**config.mk**
```make
export PLATFORM = sky130hd
export DESIGN_NAME = mieu_front
export DESIGN_NICKNAME = d
export VERILOG_FILES = /design/src/design/mieu_pkg.sv /design/src/design/mieu_front.sv
export SDC_FILE = /design/constraint.sdc
export NUM_CORES = 1
export LEC_CHECK = 0
export BUFFER_PORTS_ARGS = -buffer_cell sky130_fd_sc_hd__buf_2
export CAP_MARGIN = 20
export CORE_ASPECT_RATIO = 0.8
export CORE_MARGIN = 2
export CORE_UTILIZATION = 56
export DETAILED_ROUTE_END_ITERATION = 12
export GPL_ROUTABILITY_DRIVEN = 1
export GPL_TIMING_DRIVEN = 0
export PLACE_DENSITY_LB_ADDON = 0.1
export SLEW_MARGIN = 10
export SYNTH_ARGS = -nofsm -noshare
export SYNTH_HDL_FRONTEND = slang
export SYNTH_SLANG_ARGS = --single-unit
```
**constraint.sdc**
```tcl
create_clock -name i_clk -period 9.6 [get_ports i_clk]
set_input_delay 1.44 -clock i_clk [delete_from_list [all_inputs] [get_ports i_clk]]
set_output_delay 1.44 -clock i_clk [all_outputs]
set_load 0.02 [all_outputs]
```
**src/design/mieu_pkg.sv**
```systemverilog
// ----------------------------------------------------------------------------
// mieu_pkg
// Shared types, class codes and constants of the integer execute unit.
// ----------------------------------------------------------------------------
`default_nettype none

package mieu_pkg;

    localparam int QUEUE_DEPTH = 2;

    localparam logic [1:0] CLS_ALU = 2'd0;
    localparam logic [1:0] CLS_MUL = 2'd1;
    localparam logic [1:0] CLS_DIV = 2'd2;
    localparam logic [1:0] CLS_BAD = 2'd3;

    localparam logic [5:0] OPC_SPECIAL = 6'd0;
    localparam logic [5:0] OPC_ADDI    = 6'd8;
    localparam logic [5:0] OPC_ADDIU   = 6'd9;
    localparam logic [5:0] OPC_SLTI    = 6'd10;
    localparam logic [5:0] OPC_SLTIU   = 6'd11;
    localparam logic [5:0] OPC_ANDI    = 6'd12;
    localparam logic [5:0] OPC_ORI     = 6'd13;
    localparam logic [5:0] OPC_XORI    = 6'd14;
    localparam logic [5:0] OPC_LUI     = 6'd15;
    localparam logic [5:0] OPC_SPECIAL3 = 6'd31;

    localparam logic [5:0] FN_SLL   = 6'd0;
    localparam logic [5:0] FN_SRL   = 6'd2;
    localparam logic [5:0] FN_SRA   = 6'd3;
    localparam logic [5:0] FN_SLLV  = 6'd4;
    localparam logic [5:0] FN_SRLV  = 6'd6;
    localparam logic [5:0] FN_SRAV  = 6'd7;
    localparam logic [5:0] FN_MOVZ  = 6'd10;
    localparam logic [5:0] FN_MOVN  = 6'd11;
    localparam logic [5:0] FN_MFHI  = 6'd16;
    localparam logic [5:0] FN_MTHI  = 6'd17;
    localparam logic [5:0] FN_MFLO  = 6'd18;
    localparam logic [5:0] FN_MTLO  = 6'd19;
    localparam logic [5:0] FN_CLZ   = 6'd22;
    localparam logic [5:0] FN_CLO   = 6'd23;
    localparam logic [5:0] FN_MULT  = 6'd24;
    localparam logic [5:0] FN_MULTU = 6'd25;
    localparam logic [5:0] FN_DIV   = 6'd26;
    localparam logic [5:0] FN_DIVU  = 6'd27;
    localparam logic [5:0] FN_MADD  = 6'd28;
    localparam logic [5:0] FN_MADDU = 6'd29;
    localparam logic [5:0] FN_ADD   = 6'd32;
    localparam logic [5:0] FN_ADDU  = 6'd33;
    localparam logic [5:0] FN_SUB   = 6'd34;
    localparam logic [5:0] FN_SUBU  = 6'd35;
    localparam logic [5:0] FN_AND   = 6'd36;
    localparam logic [5:0] FN_OR    = 6'd37;
    localparam logic [5:0] FN_XOR   = 6'd38;
    localparam logic [5:0] FN_NOR   = 6'd39;
    localparam logic [5:0] FN_SLT   = 6'd42;
    localparam logic [5:0] FN_SLTU  = 6'd43;
    localparam logic [5:0] FN_MAX   = 6'd44;
    localparam logic [5:0] FN_MIN   = 6'd45;
    localparam logic [5:0] FN_EXT   = 6'd0;
    localparam logic [5:0] FN_INS   = 6'd4;
    localparam logic [5:0] FN_BSHFL = 6'd32;

    localparam logic [4:0] SA_WSBH   = 5'd2;
    localparam logic [4:0] SA_WSBW   = 5'd3;
    localparam logic [4:0] SA_SEB    = 5'd16;
    localparam logic [4:0] SA_BITREV = 5'd20;
    localparam logic [4:0] SA_SEH    = 5'd24;

    typedef struct packed {
        logic [31:0] instruction;
        logic [31:0] rs_value;
        logic [31:0] rt_value;
    } t_req;

    typedef struct packed {
        logic        write_enable;
        logic [4:0]  dest_register;
        logic [31:0] write_value;
        logic        unsupported;
    } t_rsp;

    typedef struct packed {
        logic [1:0]  cls;
        logic        sgn;
        logic        acc;
        t_req        req;
    } t_dec;

endpackage

`default_nettype wire

```
**src/design/mieu_front.sv**
```systemverilog
// ----------------------------------------------------------------------------
// mieu_front
// Accepts requests, classifies them and holds them in a short queue.
// ----------------------------------------------------------------------------
`default_nettype none

module mieu_front #(
    parameter int Depth = mieu_pkg::QUEUE_DEPTH
) (
    input  wire              i_clk,
    input  wire              i_rst_n,
    input  wire              i_push,
    input  mieu_pkg::t_req   i_req,
    output logic             o_full,
    output logic             o_valid,
    output mieu_pkg::t_dec   o_dec,
    input  wire              i_take
);

    localparam int PtrW = (Depth > 1) ? $clog2(Depth) : 1;
    localparam int CntW = $clog2(Depth + 1);

    mieu_pkg::t_dec    r_mem [Depth];
    logic [PtrW-1:0]   r_wptr, n_wptr;
    logic [PtrW-1:0]   r_rptr, n_rptr;
    logic [CntW-1:0]   r_cnt, n_cnt;
    mieu_pkg::t_dec    w_dec;
    logic              w_wr;
    logic              w_rd;

    always_comb begin
        logic [5:0] opc;
        logic [5:0] fn;
        logic [4:0] sa;
        opc = i_req.instruction[31:26];
        fn  = i_req.instruction[5:0];
        sa  = i_req.instruction[10:6];
        w_dec     = '0;
        w_dec.req = i_req;
        w_dec.cls = mieu_pkg::CLS_BAD;
        if (opc == mieu_pkg::OPC_SPECIAL) begin
            unique case (fn)
                mieu_pkg::FN_SLL, mieu_pkg::FN_SRL, mieu_pkg::FN_SRA,
                mieu_pkg::FN_SLLV, mieu_pkg::FN_SRLV, mieu_pkg::FN_SRAV,
                mieu_pkg::FN_MOVZ, mieu_pkg::FN_MOVN,
                mieu_pkg::FN_MFHI, mieu_pkg::FN_MTHI, mieu_pkg::FN_MFLO, mieu_pkg::FN_MTLO,
                mieu_pkg::FN_CLZ, mieu_pkg::FN_CLO,
                mieu_pkg::FN_ADD, mieu_pkg::FN_ADDU, mieu_pkg::FN_SUB, mieu_pkg::FN_SUBU,
                mieu_pkg::FN_AND, mieu_pkg::FN_OR, mieu_pkg::FN_XOR, mieu_pkg::FN_NOR,
                mieu_pkg::FN_SLT, mieu_pkg::FN_SLTU, mieu_pkg::FN_MAX, mieu_pkg::FN_MIN: begin
                    w_dec.cls = mieu_pkg::CLS_ALU;
                end
                mieu_pkg::FN_MULT, mieu_pkg::FN_MADD: begin
                    w_dec.cls = mieu_pkg::CLS_MUL;
                    w_dec.sgn = 1'b1;
                    w_dec.acc = (fn == mieu_pkg::FN_MADD);
                end
                mieu_pkg::FN_MULTU, mieu_pkg::FN_MADDU: begin
                    w_dec.cls = mieu_pkg::CLS_MUL;
                    w_dec.acc = (fn == mieu_pkg::FN_MADDU);
                end
                mieu_pkg::FN_DIV: begin
                    w_dec.cls = mieu_pkg::CLS_DIV;
                    w_dec.sgn = 1'b1;
                end
                mieu_pkg::FN_DIVU: begin
                    w_dec.cls = mieu_pkg::CLS_DIV;
                end
                default: begin
                    w_dec.cls = mieu_pkg::CLS_BAD;
                end
            endcase
        end else if (opc >= mieu_pkg::OPC_ADDI && opc <= mieu_pkg::OPC_LUI) begin
            w_dec.cls = mieu_pkg::CLS_ALU;
        end else if (opc == mieu_pkg::OPC_SPECIAL3) begin
            if (fn == mieu_pkg::FN_EXT || fn == mieu_pkg::FN_INS) begin
                w_dec.cls = mieu_pkg::CLS_ALU;
            end else if (fn == mieu_pkg::FN_BSHFL &&
                         (sa == mieu_pkg::SA_SEB || sa == mieu_pkg::SA_SEH ||
                          sa == mieu_pkg::SA_BITREV || sa == mieu_pkg::SA_WSBH ||
                          sa == mieu_pkg::SA_WSBW)) begin
                w_dec.cls = mieu_pkg::CLS_ALU;
            end
        end
    end

    assign o_full  = (r_cnt == CntW'(Depth));
    assign o_valid = (r_cnt != '0);
    assign w_wr    = i_push && !o_full;
    assign w_rd    = i_take && o_valid;

    always_comb begin
        o_dec  = r_mem[r_rptr];
        n_wptr = r_wptr;
        n_rptr = r_rptr;
        n_cnt  = r_cnt;
        if (w_wr) begin
            n_wptr = (r_wptr == PtrW'(Depth - 1)) ? '0 : r_wptr + 1'b1;
        end
        if (w_rd) begin
            n_rptr = (r_rptr == PtrW'(Depth - 1)) ? '0 : r_rptr + 1'b1;
        end
        if (w_wr && !w_rd) begin
            n_cnt = r_cnt + 1'b1;
        end else if (!w_wr && w_rd) begin
            n_cnt = r_cnt - 1'b1;
        end
    end

    always_ff @(posedge i_clk) begin
        if (w_wr) begin
            r_mem[r_wptr] <= w_dec;
        end
    end

    always_ff @(posedge i_clk) begin
        if (!i_rst_n) begin
            r_wptr <= '0;
            r_rptr <= '0;
            r_cnt  <= '0;
        end else begin
            r_wptr <= n_wptr;
            r_rptr <= n_rptr;
            r_cnt  <= n_cnt;
        end
    end

endmodule

`default_nettype wire

```
==> results.txt <==
The biggest area consumer among synthesized cells is sky130_fd_sc_hd__edfxtp_1. The number of buffers on the longest clock path came out at 3. In this run, post-CTS repair resized a total of 0 instances.

The post-synthesis register bit count is 205. The setup path with the least slack is of type reg2out. The detailed-router iteration count before antenna repair came out at 4.

The count of cells along the worst hold path is 2. The final non-filler cell total came out at 793. Of all nets on the critical path, the largest fanout is 10. The remaining antenna violation count came out at 0. The total wire length after detailed routing is 13600 um. The number of buffers inserted by post-CTS setup repair came out at 0.

The signed area change from the synthesized netlist to the final layout came out at 26.7%. The average detailed-routed wire length per instance is 17.1 um. The maximum operating frequency came out at 262 MHz. The mean cell area of the mapped netlist came out at 20.6 um^2. The via count of the first global-routing pass is 4187. For this configuration, the core starts out at a cell density of 0.567. The first-pass GRT wire length is 20500 um.

The fraction of the yosys area taken by sequential cells is 0.800. The worst register-to-register path begins at r_cnt[0]. After clock tree synthesis, the clock-pin slew on the worst setup and hold paths is 0.06 ns.

The total number of clock tree sinks came out at 205. The die height is 108 um. The post-detailed-route via-to-cell ratio came out at 5.14.

The placed instances occupy a cell area of 0.00901 mm^2. The cell area after synthesis is 0.00763 mm^2. TritonCTS built the clock tree. The data arrival time of the critical path came out at 2.37 ns. The total congestion overflow after global routing is 0. STA classifies the critical path endpoint as a primary output. The relative max-transition margin is 0.574.

Among all cell types in the netlist, the one instantiated most often is sky130_fd_sc_hd__edfxtp_1. The worst-margin pin slew is 0.638 ns. The count of input and output buffers is 201. The final-stage net count came out at 701. Among all flip-flop cells after synthesis, the most frequent one is sky130_fd_sc_hd__edfxtp_1. The finished cells cover 0.00967 mm^2. The global-route total usage across every layer is 0.184.

The area of the placeable core came out at 0.0135 mm^2. The required time of the critical path came out at 8.16 ns. CTS placed an instance of sky130_fd_sc_hd__clkbuf_16 at the clock tree root.

In this run the critical register-to-register path is captured at r_mem[0][13]. The shortest clock period the worst path allows after layout is 3.81 ns. The clock tree skew after final layout is 0.00792 ns. The final setup TNS is 0 ns. At the later pin of the worst-skew pair, clock insertion delay measures 0.47 ns.

The gate count of the mapped netlist is 370. The number of different library cells in the post-synthesis netlist is 34. The level count of the clock H-tree is 1.

The share of cells above drive strength 1 is 0.556. The worst hold path class is reg2reg. The commonest cells after synthesis are sky130_fd_sc_hd__edfxtp_1, sky130_fd_sc_hd__mux2_2, sky130_fd_sc_hd__clkbuf_1. The hold-critical path endpoint is r_cnt[1]. The setup violation total in the final timing report came out at 0. The number of filler instances in the final layout came out at 898. The I/O pin count is 202. The critical hold path startpoint is r_cnt[1]. The number of hold buffers added after cts came out at 0. The flow ran to the end, and the final reports show no timing, DRC or antenna violations.

The synthesized design contains 200 enable-type register cells. By area the synthesized netlist is led by sky130_fd_sc_hd__edfxtp_1, sky130_fd_sc_hd__mux2_2, sky130_fd_sc_hd__dfxtp_1, sky130_fd_sc_hd__clkbuf_1, sky130_fd_sc_hd__xnor2_1. The synthesized net count is 471.

The worst-case reg-to-reg path depth is 5. The count of yosys warnings during synthesis is 0. Across all setup checks in the final design, the least slack found is 5.79 ns.

The number of hold violations in the final report came out at 0. The total vias in the final route came out at 4076. In the synthesized netlist the async set-or-reset flop fraction comes to 0. The number of DRC violations after detailed-routing iteration 0 is 201. The post-route DRC violation count came out at 0. The max-slew violation count is 0. The leakage power total came out at 3.60 nW.

Dividing total power by cell area gives a power density of 279 mW/mm^2. The placement row count came out at 38. The die footprint is 0.0146 mm^2. The worst setup path is launched from a flip-flop. The placed wire-length estimate is 9410 um.

At the end of routability-driven placement, the weighted congestion stood at 0.770. The initial antenna violation count came to 1. The worst voltage drop across the vdd grid came out at 0.000155 V.

In the finished design, the share of the clock period the worst path needs comes to 0.397. The number of placed cells counting well taps is 757. The worst setup slack after placement is 6.26 ns. The share of the synthesized area in the top cell type came out at 0.787.

In this run the register-to-register setup slack is 7.61 ns. The die width came out at 135 um. The pin count of the biggest net entering global routing came out at 43. The max-cap violation count came out at 0. Setup repair after global routing left no endpoint under its margin.

The number of buffers created by CTS came out at 21.
## where the power goes
| group | internal (W) | total (W) | switching (W) |
|---|---|---|---|
| combinational | 0.000305 | 0.000753 | 0.000448 |
| clock | 0.000480 | 0.000772 | 0.000293 |
| sequential | 0.00114 | 0.00117 | 0.0000298 |
## layout by cell type, fill, tap and decap left out, types with 5 or more instances in the layout
master,synthesis,layout
sky130_fd_sc_hd__buf_2,0,201
sky130_fd_sc_hd__clkbuf_1,11,17
sky130_fd_sc_hd__clkbuf_16,0,21
sky130_fd_sc_hd__dfxtp_1,5,5
sky130_fd_sc_hd__edfxtp_1,200,200
sky130_fd_sc_hd__inv_1,5,5
sky130_fd_sc_hd__mux2_2,100,100
## critical path: stages, from the launching register on
cell                       delay [ns]
sky130_fd_sc_hd__dfxtp_1         0.30
sky130_fd_sc_hd__clkbuf_1        0.46
sky130_fd_sc_hd__clkbuf_1        0.55
sky130_fd_sc_hd__mux2_2          0.43
sky130_fd_sc_hd__buf_2           0.17
## logic make-up (layout without fill, tap and decap cells)
family	count (synthesis)	count (layout)	share of synthesized area
buf+inv	16	258	0.00787
compound gates	16	16	0.0152
fa+ha+maj	1	1	0.00164
mux	100	100	0.148
simple gates	28	28	0.0231
other cells	0	1	0
flops	205	205	0.800
xor+xnor	4	4	0.00459
## stage by stage
step           hold slack (ns)  power [W]   util
4_1_cts                  0.517    0.00273  0.719
3_3_place_gp             0.487    0.00194  0.659
6_report                 0.511    0.00270  0.719
5_1_grt                  0.577    0.00282  0.719
2_1_floorplan            0.473    0.00170      -
3_5_place_dp             0.509    0.00195  0.670
## worst max path at each step
stage,start,to,slack (ns),cells past startpoint
CTS,flip-flop,o_dec[98],5.74,4
global placement,i_push,r_mem[0][44],1.0,3
finish,flip-flop,o_dec[98],5.79,4
detailed placement,flip-flop,o_dec[14],6.26,4
global route,flip-flop,o_dec[98],5.62,4
floorplan,i_push,r_mem[0][0],3.35,2
## area by class of cell
cell class              count  area (um^2)  share of cell area
diodes                      1         2.50            0.000259
clock buffers              27          548              0.0567
repair buffers            207         1140               0.118
multi-input cells         149         1480               0.153
inverters                   5         18.8             0.00194
plain buffers              11         41.3             0.00427
well taps                 180          225              0.0233
clock inverters             8          110              0.0114
flip-flops and latches    205         6110               0.631
## layer usage
layer	wire, um	GRT usage	vias to the layer above
li1	-	-	1928
met1	5390	0.226	1976
met2	6900	0.324	151
met3	996	0.0492	21
met4	301	0.0541	0
met5	0	0	-
## flip-flops by register name (all words and copies together), names as in the netlist, named ones only
register and cells:
r_cnt 2, r_mem 200, r_rptr 1, r_wptr 1
(Power assumes the default switching activity.)
